**config.mk**
```make
export PLATFORM = sky130hd
export DESIGN_NAME = oact_cell
export DESIGN_NICKNAME = d
export VERILOG_FILES = /design/src/hdl/oact_pkg.sv /design/src/hdl/oact_cell.sv
export SDC_FILE = /design/constraint.sdc
export NUM_CORES = 1
export LEC_CHECK = 0
export BUFFER_PORTS_ARGS = -buffer_cell sky130_fd_sc_hd__buf_2
export CAP_MARGIN = 20
export CORE_MARGIN = 10
export CORE_UTILIZATION = 45
export CTS_BUF_LIST = sky130_fd_sc_hd__clkbuf_4 sky130_fd_sc_hd__clkbuf_8 sky130_fd_sc_hd__clkbuf_16
export CTS_CLUSTER_SIZE = 10
export DETAILED_ROUTE_END_ITERATION = 10
export PLACE_DENSITY = 0.85
export SLEW_MARGIN = 20
export SYNTH_ARGS = -nofsm -noshare
export SYNTH_HDL_FRONTEND = slang
export SYNTH_SLANG_ARGS = --single-unit
export TNS_END_PERCENT = 1
```
**constraint.sdc**
```tcl
create_clock -name clk -period 4 [get_ports clk]
set_clock_uncertainty 0.2 [all_clocks]
set_input_delay 0.2 -clock clk [delete_from_list [all_inputs] [get_ports clk]]
set_output_delay 0.2 -clock clk [all_outputs]
set_load 0.005 [all_outputs]
```
**src/hdl/oact_pkg.sv**
```systemverilog
// Package with the shared types, codes and constants of the occupancy aging cell table.
package oact_pkg;

    localparam int DEFAULT_NUM_ENTRIES = 32;
    localparam int KEY_W   = 32;
    localparam int TIME_W  = 32;
    localparam int COUNT_W = 16;
    localparam int OP_W    = 3;
    localparam int MODE_W  = 2;

    localparam logic [OP_W-1:0] OP_ENTER = 3'd0;
    localparam logic [OP_W-1:0] OP_LEAVE = 3'd1;
    localparam logic [OP_W-1:0] OP_TICK  = 3'd2;
    localparam logic [OP_W-1:0] OP_QUERY = 3'd3;
    localparam logic [OP_W-1:0] OP_DRAIN = 3'd4;

    localparam logic [MODE_W-1:0] MODE_LOADED  = 2'd0;
    localparam logic [MODE_W-1:0] MODE_ACTIVE  = 2'd1;
    localparam logic [MODE_W-1:0] MODE_IDLE    = 2'd2;
    localparam logic [MODE_W-1:0] MODE_REMOVAL = 2'd3;

    localparam logic [COUNT_W-1:0] COUNT_MAX = '1;

    localparam logic CFG_IDLE_TIMEOUT   = 1'b0;
    localparam logic CFG_UNLOAD_TIMEOUT = 1'b1;

    typedef enum logic [1:0] {
        ST_IDLE,
        ST_WALK,
        ST_DONE
    } ctrl_state_t;

    // Contents of one cell as seen on the shared read bus.
    typedef struct packed {
        logic                valid;
        logic [KEY_W-1:0]    key;
        logic [COUNT_W-1:0]  count;
        logic [MODE_W-1:0]   mode;
        logic [TIME_W-1:0]   since;
        logic                since_set;
    } view_t;

    // Entry write broadcast from the controller.
    typedef struct packed {
        logic [KEY_W-1:0]    key;
        logic [COUNT_W-1:0]  count;
        logic [MODE_W-1:0]   mode;
        logic [TIME_W-1:0]   since;
        logic                since_set;
    } upd_t;

    // Walk controls shared by every cell.
    typedef struct packed {
        logic adv;
        logic tick_en;
        logic drain_en;
    } walk_ctl_t;

    // One result item.
    typedef struct packed {
        logic [KEY_W-1:0]    key;
        logic [MODE_W-1:0]   state;
        logic [COUNT_W-1:0]  count;
        logic                found;
        logic                full;
        logic                last;
    } res_t;

endpackage

```
**src/hdl/oact_cell.sv**
```systemverilog
// One table cell: holds one entry, ages it on tick, frees it on drain, passes the token on.
module oact_cell (
    input  logic                        clk,
    input  logic                        rst_n,
    input  logic                        tok_in,
    input  oact_pkg::walk_ctl_t         ctl,
    input  logic [oact_pkg::TIME_W-1:0] now,
    input  logic [oact_pkg::TIME_W-1:0] idle_timeout,
    input  logic [oact_pkg::TIME_W-1:0] unload_timeout,
    input  logic                        upd_we,
    input  oact_pkg::upd_t              upd,
    output logic                        tok_out,
    output oact_pkg::view_t             view
);
    import oact_pkg::*;

    logic                tok_reg, tok_next;
    logic                valid_reg, valid_next;
    logic [KEY_W-1:0]    key_reg, key_next;
    logic [COUNT_W-1:0]  count_reg, count_next;
    logic [MODE_W-1:0]   mode_reg, mode_next;
    logic [TIME_W-1:0]   since_reg, since_next;
    logic                set_reg, set_next;
    logic [TIME_W-1:0]   elapsed;
    logic                act;

    assign elapsed = now - since_reg;
    assign act     = tok_reg && ctl.adv;

    always_comb
    begin
        tok_next   = ctl.adv ? tok_in : tok_reg;
        valid_next = valid_reg;
        key_next   = key_reg;
        count_next = count_reg;
        mode_next  = mode_reg;
        since_next = since_reg;
        set_next   = set_reg;
        if (upd_we)
        begin
            valid_next = 1'b1;
            key_next   = upd.key;
            count_next = upd.count;
            mode_next  = upd.mode;
            since_next = upd.since;
            set_next   = upd.since_set;
        end
        else if (act && ctl.tick_en && valid_reg && count_reg == '0)
        begin
            if (!set_reg)
            begin
                since_next = now;
                set_next   = 1'b1;
            end
            else if (elapsed >= unload_timeout)
            begin
                mode_next = MODE_REMOVAL;
            end
            else if (elapsed >= idle_timeout && mode_reg == MODE_LOADED)
            begin
                mode_next = MODE_IDLE;
            end
        end
        else if (act && ctl.drain_en && valid_reg && mode_reg == MODE_REMOVAL)
        begin
            valid_next = 1'b0;
        end
    end

    always_ff @(posedge clk or negedge rst_n)
    begin
        if (!rst_n)
        begin
            tok_reg   <= 1'b0;
            valid_reg <= 1'b0;
        end
        else
        begin
            tok_reg   <= tok_next;
            valid_reg <= valid_next;
        end
    end

    always_ff @(posedge clk)
    begin
        key_reg   <= key_next;
        count_reg <= count_next;
        mode_reg  <= mode_next;
        since_reg <= since_next;
        set_reg   <= set_next;
    end

    assign tok_out = tok_reg;

    always_comb
    begin
        view = '0;
        if (tok_reg)
        begin
            view.valid     = valid_reg;
            view.key       = key_reg;
            view.count     = count_reg;
            view.mode      = mode_reg;
            view.since     = since_reg;
            view.since_set = set_reg;
        end
    end

endmodule

```
==> metrics.md <==
| Metric | Value |
|---|---|
| F_max | `0.2356 GHz` |
| Cell taking the most area after synthesis | `edfxtp_1` |
| H-Tree Depth | `3` |
| Async S/R FF share, synth | `0.02353` |
| Chip Width | `144.5 µm` |
| Max FO, Critical Path | `3` |
| Worst EP required | `3900 ps` |
| End-of-flow core utilization | `0.6935` |
| Area of the core | `0.01520 mm²` |
| Synth cell types | `56` |
| RSZ-0062 raised after global routing | `yes` |
| Final #Nets | `1,439` |
| Slew Limit Fails | `0` |
| Initial antenna violation count | `2` |
| Rel. slew slack | `0.3495` |
| Fin crit share | `1.061` |
| Placed Instances | `1,215` |
| Leakage | `5.253 nW` |
| Share of layout cells above drive strength 1 | `0.3511` |
| Run status | `finished, violations left` |
| Die height | `144.5 µm` |
| Pin count of the biggest net entering global routing | `86` |
| Max stage delay on crit path | `410 ps` |
| Crit-path most repeated cell | `a21oi_2` |
| Clock transition at the registers of the reported paths | `80 ps` |
| Register area share after synthesis | `0.3642` |
| Vias post-DR | `7,101` |
| Max clock buf depth | `2` |
| DRT antenna net count | `0` |
| CTS tree | `yes` |
| Starting density of the core | `0.4592` |
| Final std cells w/o fill | `1,352` |
| Final hold viol count | `0` |
| Gate Count Post-Synth | `719` |
| Slowest-stage cell, CP | `edfxtp_1` |
| Setup crit end kind | `flip-flop` |
| Sink Count | `85` |
| Least-Margin Pin Slew | `975.8 ps` |
| WS Path Type | `reg -> reg` |
| Final wirelength | `25.68 mm` |
| Failing checks | `setup timing` |
| Number of synthesized flops with an enable pin | `83` |
| Final worst slack | `-245.4 ps` |
| Most common cell after layout, fill and taps aside | `buf_2` |
| Top Ports | `271` |
| Synth Register Bits | `85` |
| Via density | `5.252` |
| Global route total overflow | `0` |
| Clock insertion delay at the later pin of the skew report | `350 ps` |
| Power per cell area | `337.3 mW/mm²` |
| Post-synth top flop | `edfxtp_1` |
| Most frequent cells in the layout | `buf_2 (269), dlygate4sd3_1 (117), inv_1 (104), ha_1 (94), and2_1 (85)` |
| Startpoint types | `flip-flop` |
| Post-Syn Nets | `1,001` |
| Syn Area/Cell | `9.709 µm²` |
| Crit path cell chain | `inv_2 -> ha_1 -> nor2b_1 -> o2111ai_2 -> nand4_1 -> a31oi_2 -> buf_4 -> o21bai_1 -> a21oi_2 -> xnor2_2 -> ha_1 -> a21o_1 -> a21o_1 -> a21oi_2 -> buf_6 -> nand4_1 -> a21oi_2 -> buf_4 -> a21oi_1` |
| I/O Buffers | `270` |
| GPL Wtd Cong | `0.9469` |
| Initial DRC Count | `471` |
| DRT Pass-1 Iters | `6` |
| Synth area leaders | `edfxtp_1 (36%), ha_1 (17%), and2_1 (7.6%), inv_1 (5.7%), mux2_2 (5.2%)` |
| Drt drc | `0` |
| TritonCTS buffer count | `9` |
| Root Buffer | `clkbuf_16` |
| Area share of the largest cell type after synthesis | `0.3571` |
| DP Wirelength | `18.41 mm` |
| Vias in the first global route | `7,557` |
| First-pass GRT wire length | `38.17 mm` |
| Wire per inst | `19.00 µm` |
| Setup Viol. Count Final | `3` |
| Row cnt | `45` |
| Die area | `0.02089 mm²` |
| Yosys warns | `0` |
| Final-layout fill cell count | `1,116` |
| Max Cap Viol | `0` |
| Global Route Usage Sum | `0.2318` |
| Synthesis-to-layout area growth | `51.03%` |
| Critical Path AT | `4140 ps` |
| Peak supply drop | `0.0002013 V` |
| Fin crit period | `4245 ps` |
| Worst Hold Class | `in -> reg` |
| Post-Synthesis Cell Area | `0.006980 mm²` |
synthesized netlist by cell type (3+ instances only):
| master | instances |
|---|---|
| and2_1 | 85 |
| xnor2_1 | 22 |
| nor3_1 | 8 |
| nand2_1 | 29 |
| nor4_1 | 3 |
| a211oi_1 | 3 |
| o2111ai_1 | 3 |
| edfxtp_1 | 83 |
| a31oi_1 | 5 |
| inv_1 | 106 |
| mux2_2 | 32 |
| o21bai_1 | 4 |
| nor2_1 | 20 |
| a21o_1 | 29 |
| o21ai_0 | 24 |
| nand4_1 | 23 |
| o211ai_1 | 4 |
| o21a_1 | 3 |
| nand3_1 | 11 |
| a2111oi_0 | 3 |
| nor2b_1 | 4 |
| ha_1 | 95 |
| xor2_1 | 9 |
| a21oi_1 | 51 |
| clkbuf_1 | 15 |
| nand2b_1 | 7 |
layer usage:
layer | global-route usage | wire length [µm]
met5 | 0 | 13
met4 | 0.07128 | 523
met3 | 0.05936 | 1669
met2 | 0.4279 | 13840
met1 | 0.2526 | 9636
repair_timing:
action,in CTS,in global routing
buffers inserted,0,2
hold buffers,117,0
gates resized for setup,7,17
setup endpoints to repair,3,3
endpoints found under the hold margin,86,0
pin swaps,8,12
worst max-delay path: cells and delay by family (launching register included):
family	cells	cell delay, ps
compound gates	9	1660
buf+inv	4	530
xor+xnor	1	150
fa+ha+maj	2	510
flops	1	410
simple gates	3	550
final timing paths:
check                      depth (start not counted)  slack, ps                    from                      to
min                                                2         40                  now[1]  since_reg[1]$_DFFE_PP_
min reg2reg                                        2        350   valid_reg$_DFFE_PN0P_   valid_reg$_DFFE_PN0P_
min in group asynchronous                          3        530                   rst_n     tok_out$_DFFE_PN0P_
max reg2reg                                       19       -250  since_reg[1]$_DFFE_PP_   mode_reg[0]$_DFFE_PP_
max                                               19       -250  since_reg[1]$_DFFE_PP_   mode_reg[0]$_DFFE_PP_
max in group asynchronous                          3       2930                   rst_n     tok_out$_DFFE_PN0P_
power by group:
part           total, mW  switching [mW]  internal, mW
combinational       1.58           0.792         0.791
clock              0.873           0.431         0.442
sequential          1.10          0.0341          1.07
total               3.56            1.26          2.30
cells by family (layout without fill, tap and decap cells):
kind of cell	Yosys count	in the layout	synth area share
buffers and inverters	124	567	0.06793
AOI/OAI and AO/OA	149	149	0.1418
other	0	2	0
DFF	85	85	0.3642
adders and majority gates	96	96	0.1731
muxes	32	32	0.05162
and+or+nand+nor	202	202	0.1624
xor gates and xnor gates	31	31	0.03890
area by class of cell:
| type | instances | area (µm²) | area share |
|---|---|---|---|
| Clock inverter | 7 | 71.32 | 0.006765 |
| Clock buffer | 9 | 225.2 | 0.02136 |
| Multi-Input combinational cell | 510 | 4088 | 0.3877 |
| Antenna cell | 2 | 5.005 | 0.0004747 |
| Timing Repair Buffer | 445 | 2977 | 0.2823 |
| Sequential cell | 85 | 2544 | 0.2413 |
| Tap cell | 188 | 235.2 | 0.02231 |
| Inverter | 106 | 397.9 | 0.03774 |
metrics by stage:
step	hold WS [ps]	setup TNS [ps]	worst slack, ps	power, mW	cell area [µm²]
4_1_cts	25.79	-568.2	-207.9	3.483	10450
3_3_place_gp	-215.0	-643.2	-255.3	2.445	8950
6_report	41.68	-728.6	-245.4	3.556	10540
5_1_grt	33.95	-1238	-426.4	3.768	10540
3_5_place_dp	-214.8	-943.8	-374.0	2.495	8950
2_1_floorplan	-295.6	0	9.763	1.937	6989
Power figures use the tool's default switching activity.
