`config.mk`:
```
export PLATFORM = sky130hd
export DESIGN_NAME = oact_ctrl
export DESIGN_NICKNAME = d
export VERILOG_FILES = /design/src/hdl/oact_pkg.sv /design/src/hdl/oact_ctrl.sv
export SDC_FILE = /design/constraint.sdc
export NUM_CORES = 1
export LEC_CHECK = 0
export BUFFER_PORTS_ARGS = -buffer_cell sky130_fd_sc_hd__buf_2
export CORE_ASPECT_RATIO = 0.6
export CORE_MARGIN = 2
export CORE_UTILIZATION = 30
export DETAILED_ROUTE_END_ITERATION = 16
export GPL_TIMING_DRIVEN = 0
export HOLD_SLACK_MARGIN = 0.08
export PLACE_DENSITY_LB_ADDON = 0.15
export SLEW_MARGIN = 20
export SYNTH_ARGS = -nofsm -noshare
export SYNTH_HDL_FRONTEND = slang
export SYNTH_SLANG_ARGS = --single-unit
```
`constraint.sdc`:
```
create_clock -name clk -period 7.7 [get_ports clk]
set_clock_uncertainty 0.05 [all_clocks]
set_input_delay 2.31 -clock clk [delete_from_list [all_inputs] [get_ports clk]]
set_output_delay 2.31 -clock clk [all_outputs]
set_load 0.05 [all_outputs]
```
`src/hdl/oact_pkg.sv`:
```
// Package with the shared types, codes and constants of the occupancy aging cell table.
package oact_pkg;

    localparam int DEFAULT_NUM_ENTRIES = 32;
    localparam int KEY_W   = 32;
    localparam int TIME_W  = 32;
    localparam int COUNT_W = 16;
    localparam int OP_W    = 3;
    localparam int MODE_W  = 2;

    localparam logic [OP_W-1:0] OP_ENTER = 3'd0;
    localparam logic [OP_W-1:0] OP_LEAVE = 3'd1;
    localparam logic [OP_W-1:0] OP_TICK  = 3'd2;
    localparam logic [OP_W-1:0] OP_QUERY = 3'd3;
    localparam logic [OP_W-1:0] OP_DRAIN = 3'd4;

    localparam logic [MODE_W-1:0] MODE_LOADED  = 2'd0;
    localparam logic [MODE_W-1:0] MODE_ACTIVE  = 2'd1;
    localparam logic [MODE_W-1:0] MODE_IDLE    = 2'd2;
    localparam logic [MODE_W-1:0] MODE_REMOVAL = 2'd3;

    localparam logic [COUNT_W-1:0] COUNT_MAX = '1;

    localparam logic CFG_IDLE_TIMEOUT   = 1'b0;
    localparam logic CFG_UNLOAD_TIMEOUT = 1'b1;

    typedef enum logic [1:0] {
        ST_IDLE,
        ST_WALK,
        ST_DONE
    } ctrl_state_t;

    // Contents of one cell as seen on the shared read bus.
    typedef struct packed {
        logic                valid;
        logic [KEY_W-1:0]    key;
        logic [COUNT_W-1:0]  count;
        logic [MODE_W-1:0]   mode;
        logic [TIME_W-1:0]   since;
        logic                since_set;
    } view_t;

    // Entry write broadcast from the controller.
    typedef struct packed {
        logic [KEY_W-1:0]    key;
        logic [COUNT_W-1:0]  count;
        logic [MODE_W-1:0]   mode;
        logic [TIME_W-1:0]   since;
        logic                since_set;
    } upd_t;

    // Walk controls shared by every cell.
    typedef struct packed {
        logic adv;
        logic tick_en;
        logic drain_en;
    } walk_ctl_t;

    // One result item.
    typedef struct packed {
        logic [KEY_W-1:0]    key;
        logic [MODE_W-1:0]   state;
        logic [COUNT_W-1:0]  count;
        logic                found;
        logic                full;
        logic                last;
    } res_t;

endpackage

```
`src/hdl/oact_ctrl.sv`:
```
// Sequencer: accepts an item, walks the token down the cell row, writes back and emits results.
module oact_ctrl #(
    parameter int NUM_ENTRIES = oact_pkg::DEFAULT_NUM_ENTRIES
) (
    input  logic                        clk,
    input  logic                        rst_n,
    input  logic                        in_valid,
    output logic                        in_ready,
    input  logic [oact_pkg::OP_W-1:0]   in_op,
    input  logic [oact_pkg::KEY_W-1:0]  in_key,
    input  logic [oact_pkg::TIME_W-1:0] in_now,
    input  oact_pkg::view_t             view,
    output logic                        start,
    output oact_pkg::walk_ctl_t         ctl,
    output logic [oact_pkg::TIME_W-1:0] now,
    output logic [NUM_ENTRIES-1:0]      upd_sel,
    output oact_pkg::upd_t              upd,
    output logic                        out_valid,
    input  logic                        out_ready,
    output oact_pkg::res_t              out_res
);
    import oact_pkg::*;

    localparam int IW = $clog2(NUM_ENTRIES);
    localparam logic [IW-1:0] LAST_POS = IW'(NUM_ENTRIES - 1);

    ctrl_state_t        st_reg, st_next;
    logic [OP_W-1:0]    op_reg, op_next;
    logic [KEY_W-1:0]   key_reg, key_next;
    logic [TIME_W-1:0]  now_reg, now_next;
    logic [IW-1:0]      pos_reg, pos_next;
    logic               hit_reg, hit_next;
    logic [IW-1:0]      hit_idx_reg, hit_idx_next;
    view_t              hit_view_reg, hit_view_next;
    logic               free_reg, free_next;
    logic [IW-1:0]      free_idx_reg, free_idx_next;
    logic               hold_valid_reg, hold_valid_next;
    res_t               hold_reg, hold_next;
    logic               out_valid_reg, out_valid_next;
    res_t               out_reg, out_next;

    logic               out_free;
    logic               rem;
    logic               upd_we;
    logic [IW-1:0]      upd_idx;
    logic [COUNT_W-1:0] new_count;
    logic [MODE_W-1:0]  new_mode;

    assign out_free = !out_valid_reg || out_ready;
    assign rem      = op_reg == OP_DRAIN && view.valid && view.mode == MODE_REMOVAL;
    assign now      = now_reg;

    always_comb
    begin
        st_next         = st_reg;
        op_next         = op_reg;
        key_next        = key_reg;
        now_next        = now_reg;
        pos_next        = pos_reg;
        hit_next        = hit_reg;
        hit_idx_next    = hit_idx_reg;
        hit_view_next   = hit_view_reg;
        free_next       = free_reg;
        free_idx_next   = free_idx_reg;
        hold_valid_next = hold_valid_reg;
        hold_next       = hold_reg;
        out_valid_next  = out_valid_reg && !out_ready;
        out_next        = out_reg;
        in_ready        = 1'b0;
        start           = 1'b0;
        ctl             = '0;
        upd_we          = 1'b0;
        upd_idx         = hit_idx_reg;
        upd             = '0;
        new_count       = '0;
        new_mode        = MODE_LOADED;

        case (st_reg)
            ST_IDLE:
            begin
                in_ready = 1'b1;
                if (in_valid)
                begin
                    op_next         = in_op;
                    key_next        = in_key;
                    now_next        = in_now;
                    pos_next        = '0;
                    hit_next        = 1'b0;
                    free_next       = 1'b0;
                    hold_valid_next = 1'b0;
                    if (in_op inside {OP_ENTER, OP_LEAVE, OP_TICK, OP_QUERY, OP_DRAIN})
                    begin
                        start   = 1'b1;
                        ctl.adv = 1'b1;
                        st_next = ST_WALK;
                    end
                    else
                    begin
                        st_next = ST_DONE;
                    end
                end
            end

            ST_WALK:
            begin
                ctl.tick_en  = op_reg == OP_TICK;
                ctl.drain_en = op_reg == OP_DRAIN;
                ctl.adv      = !(rem && hold_valid_reg && !out_free);
                if (ctl.adv)
                begin
                    if (view.valid && view.key == key_reg && !hit_reg)
                    begin
                        hit_next      = 1'b1;
                        hit_idx_next  = pos_reg;
                        hit_view_next = view;
                    end
                    if (!view.valid && !free_reg)
                    begin
                        free_next     = 1'b1;
                        free_idx_next = pos_reg;
                    end
                    if (rem)
                    begin
                        if (hold_valid_reg)
                        begin
                            out_valid_next = 1'b1;
                            out_next       = hold_reg;
                        end
                        hold_valid_next = 1'b1;
                        hold_next       = '{key: view.key, state: MODE_REMOVAL,
                                            count: view.count, found: 1'b1,
                                            full: 1'b0, last: 1'b0};
                    end
                    if (pos_reg == LAST_POS)
                    begin
                        st_next = ST_DONE;
                    end
                    else
                    begin
                        pos_next = pos_reg + 1'b1;
                    end
                end
            end

            ST_DONE:
            begin
                if (out_free)
                begin
                    out_valid_next = 1'b1;
                    out_next       = '0;
                    out_next.last  = 1'b1;
                    st_next        = ST_IDLE;
                    case (op_reg)
                        OP_ENTER:
                        begin
                            out_next.key = key_reg;
                            if (hit_reg)
                            begin
                                new_count = (hit_view_reg.count == COUNT_MAX) ?
                                            hit_view_reg.count : hit_view_reg.count + 1'b1;
                                upd_we  = 1'b1;
                                upd_idx = hit_idx_reg;
                                upd     = '{key: key_reg, count: new_count, mode: MODE_ACTIVE,
                                            since: hit_view_reg.since, since_set: 1'b0};
                                out_next.state = MODE_ACTIVE;
                                out_next.count = new_count;
                                out_next.found = 1'b1;
                            end
                            else if (free_reg)
                            begin
                                upd_we  = 1'b1;
                                upd_idx = free_idx_reg;
                                upd     = '{key: key_reg, count: COUNT_W'(1), mode: MODE_ACTIVE,
                                            since: '0, since_set: 1'b0};
                                out_next.state = MODE_ACTIVE;
                                out_next.count = COUNT_W'(1);
                                out_next.found = 1'b1;
                            end
                            else
                            begin
                                out_next.full = 1'b1;
                            end
                        end
                        OP_LEAVE:
                        begin
                            out_next.key = key_reg;
                            if (hit_reg)
                            begin
                                new_count = (hit_view_reg.count != '0) ?
                                            hit_view_reg.count - 1'b1 : '0;
                                new_mode  = hit_view_reg.mode;
                                upd       = '{key: key_reg, count: new_count,
                                              mode: hit_view_reg.mode,
                                              since: hit_view_reg.since,
                                              since_set: hit_view_reg.since_set};
                                if (new_count == '0)
                                begin
                                    if (hit_view_reg.mode == MODE_ACTIVE)
                                    begin
                                        new_mode = MODE_LOADED;
                                    end
                                    if (!hit_view_reg.since_set)
                                    begin
                                        upd.since     = now_reg;
                                        upd.since_set = 1'b1;
                                    end
                                end
                                upd.mode       = new_mode;
                                upd_we         = 1'b1;
                                upd_idx        = hit_idx_reg;
                                out_next.state = new_mode;
                                out_next.count = new_count;
                                out_next.found = 1'b1;
                            end
                        end
                        OP_QUERY:
                        begin
                            out_next.key = key_reg;
                            if (hit_reg)
                            begin
                                out_next.state = hit_view_reg.mode;
                                out_next.count = hit_view_reg.count;
                                out_next.found = 1'b1;
                            end
                        end
                        OP_DRAIN:
                        begin
                            if (hold_valid_reg)
                            begin
                                out_next      = hold_reg;
                                out_next.last = 1'b1;
                            end
                            hold_valid_next = 1'b0;
                        end
                        default:
                        begin
                            out_next.last = 1'b1;
                        end
                    endcase
                end
            end

            default:
            begin
                st_next = ST_IDLE;
            end
        endcase
    end

    always_comb
    begin
        for (int i = 0; i < NUM_ENTRIES; i++)
        begin
            upd_sel[i] = upd_we && upd_idx == IW'(i);
        end
    end

    always_ff @(posedge clk or negedge rst_n)
    begin
        if (!rst_n)
        begin
            st_reg         <= ST_IDLE;
            hold_valid_reg <= 1'b0;
            out_valid_reg  <= 1'b0;
            hit_reg        <= 1'b0;
            free_reg       <= 1'b0;
            pos_reg        <= '0;
        end
        else
        begin
            st_reg         <= st_next;
            hold_valid_reg <= hold_valid_next;
            out_valid_reg  <= out_valid_next;
            hit_reg        <= hit_next;
            free_reg       <= free_next;
            pos_reg        <= pos_next;
        end
    end

    always_ff @(posedge clk)
    begin
        op_reg       <= op_next;
        key_reg      <= key_next;
        now_reg      <= now_next;
        hit_idx_reg  <= hit_idx_next;
        hit_view_reg <= hit_view_next;
        free_idx_reg <= free_idx_next;
        hold_reg     <= hold_next;
        out_reg      <= out_next;
    end

    assign out_valid = out_valid_reg;
    assign out_res   = out_reg;

endmodule
```
==> out/summary.txt <==
postcts setup bufs - 0
Syn Std Cell Area - 0.0112 sq mm
critical-path maximum fanout - 10
Gate Count Post-Synth - 893
P&R area growth vs syn - 31.5%
combinational fraction of design power - 29.6%
Tot GR Track Use - 20.5%
vias per inst - 5.11
Power Internal - 0.00284 W
Worst-path clk slew - 60 ps
Fin. Hold Viols - 0
sequential fraction of the synthesis area - 63.6%
FF-to-FF setup slack - 4250 ps
Die Ht - 154 um
Max Slew Vio Count - 0
num ports - 361
port bufs - 360
hold path startpoint - pos_reg[3]
Via Count - 9293
setup TNS - 0 ps
Compound-Gate Fraction of Synth Area - 14.8%
slowest CP cell - clkbuf_1
CP Data Required Time - 5340 ps
DR iter-0 viols - 815
Sequential Power Share - 40.4%
leakage - 5.82 nW
Hold Path Class - flip-flop to flip-flop
clock tree buffer depth - 3
hpwl dp - 31.8 mm
RSZ-0062 raised after global routing - no
Synth Net Count - 1056
R2R cell count - 9
Syn. warnings - 0
first-pass iteration count of the detailed router - 5
synth cell count leaders - 229 x edfxtp_1, 73 x nor2_1, 44 x nand3_1
Critical Path End Type - primary output
Worst-Margin Slew - 972 ps
Netlist cell types - 71
status - complete, no violations
Synth area leaders - edfxtp_1 61%, a22o_1 3.0%, o2111ai_1 2.6%
WL/cell - 22.5 um
Core ar. - 0.0366 sq mm
post-synthesis simple-gate area fraction - 14.1%
critical path type - input pin to primary output
XOR/XNOR share of the synthesized area - 2.65%
area of the multi-input gates - 0.00373 sq mm
PostCTS Resize Cnt - 0
root buf cell - clkbuf_16
share of cells above drive strength 1 - 35.1%
CP arrival - 4780 ps
Final Setup Violations - 0
fmax - 140 MHz
Layout Utilization - 40.4%
largest family of logic cells by synthesized area - compound AO/OA/AOI/OAI gates
Remaining DRCs - 0
Die Width - 254 um
Routability Congestion - 0.950
fillers - 3579
initial antenna violation count - 0
Syn Area/Cell - 12.6 sq um
reg-to-reg startpoint - hit_view_reg[35]
Final Critical Period - 7140 ps
slowest stage delay, CP - 620 ps
Synth Register Bits - 240
top cell type's share of synthesized area - 61.2%
clock power share - 30.0%
post-synthesis mux area share - 0.545%
CP cell instances - buf_2 -> nand2b_1 -> nand2_1 -> nor3_1 -> clkbuf_1 -> clkbuf_1 -> nand3_1 -> o21ai_1 -> buf_2
Sequential Area - 0.00715 sq mm
H-tree depth - 1
Bufs and invs on worst path - 4
Worst VDD drop - 0.159 mV
clk sinks - 240
kind of start point of the critical path - input pin
post-route ant nets - 0
Congestion Overflow GR - 0
Largest register FFs - 53
FF-to-FF End - out_res[10]
FFs w/ async S/R, synth - 4.58%
n_diodes - 0
total power - 0.00447 W
Post-synth EDFFs - 229
CP top delay family - buffers and inverters
die area - 0.0391 sq mm
Worst Setup SP - out_ready
Rows - 54
Max Cap Viol - 0
slew margin rel. - 34.6%
Power Dens Cells - 303 mW/mm^2
largest net degree at the start of global routing - 39
Routed WL - 40.8 mm
Initial Util - 30.7%
vias in the first global route - 9028
final worst-path cycle share - 92.7%
count leader, synth - edfxtp_1
fin nets - 1457
NetSw - 0.00164 W
global-route wire length before repair - 59.9 mm
hold_buf cts - 0
critical path depth in cells - 9
CTS Buf Count - 27
crit path to - upd[29]
synthesized-area fraction occupied by adder cells - 0.890%
WHS - 467 ps
switching share of power - 36.6%
commonest register cell after synthesis - edfxtp_1
Yosys top cell by area - edfxtp_1
Clock Latency Late Sink - 540 ps
CTS tree - yes
## power by group through the flow
| stage | sequential [W] | combinational (W) | clock [W] |
|---|---|---|---|
| after global routing | 0.00183 | 0.00140 | 0.00143 |
| after global placement | 0.00187 | 0.00126 | 0 |
| after detailed placement | 0.00184 | 0.00133 | 0 |
| final | 0.00181 | 0.00132 | 0.00134 |
| after floorplan | 0.00229 | 0.000400 | 0 |
| after CTS | 0.00181 | 0.00134 | 0.00138 |
## worst min-delay path by stage
stage	endpoint	depth (start not counted)
global placement	free_idx_reg[4]	0
floorplan	free_idx_reg[3]	0
CTS	free_idx_reg[4]	0
detailed placement	out_res[4]	2
finish	free_idx_reg[3]	0
global route	hit_idx_reg[4]	0
## metrics by stage
step           setup WS (ps)  instance area (sq um)  instances
2_1_floorplan           1060                  11200        893
3_3_place_gp           -1950                  13700       1757
3_5_place_dp             525                  13900       1769
4_1_cts                  514                  14800       1818
5_1_grt                  312                  14800       1818
6_report                 563                  14800       1818
## cells by family (layout without fill, tap and decap cells)
family                   Yosys count  count (layout)
AND/OR/NAND/NOR                  299             299
multiplexers                       6               6
adder cells (fa/ha/maj)            8               8
AO/OA/AOI/OAI                    224             224
buffers and inverters             82             503
flip-flops                       240             240
XOR/XNOR                          34              34
## layer usage
metal	up-vias	track usage (%)	part of all wire, %
li1	4302	-	-
met1	4622	31.2	48
met2	321	30.5	44
met3	48	3.79	6.1
met4	0	3.78	1.7
met5	-	0	0
## final cells by class
class	count	share of cell area (%)
plain buffers	66	2.18
clock buffers	33	4.72
flip-flops and latches	240	48.4
inverters	16	0.423
repair buffers	372	13.4
clock inverters	16	1.40
multi-input cells	571	25.2
well taps	504	4.26
## layout by cell type (no fill, tap or decap), types with 11 or more instances in the layout
cell type and instances:
nor3_1 19, o21ai_0 23, o2111ai_1 33, xnor2_1 26, nor2_1 73, clkbuf_16 27, clkbuf_1 49, and2_1 35
a21oi_1 26, edfxtp_1 229, nor4_1 15, nand3_1 44, inv_1 15, buf_2 372, nand4_1 17, nand2_1 36
o21ai_1 21, a22o_1 38, nor3b_1 11, a31oi_1 11, dfrtp_1 11
Power figures use the tool's default switching activity.
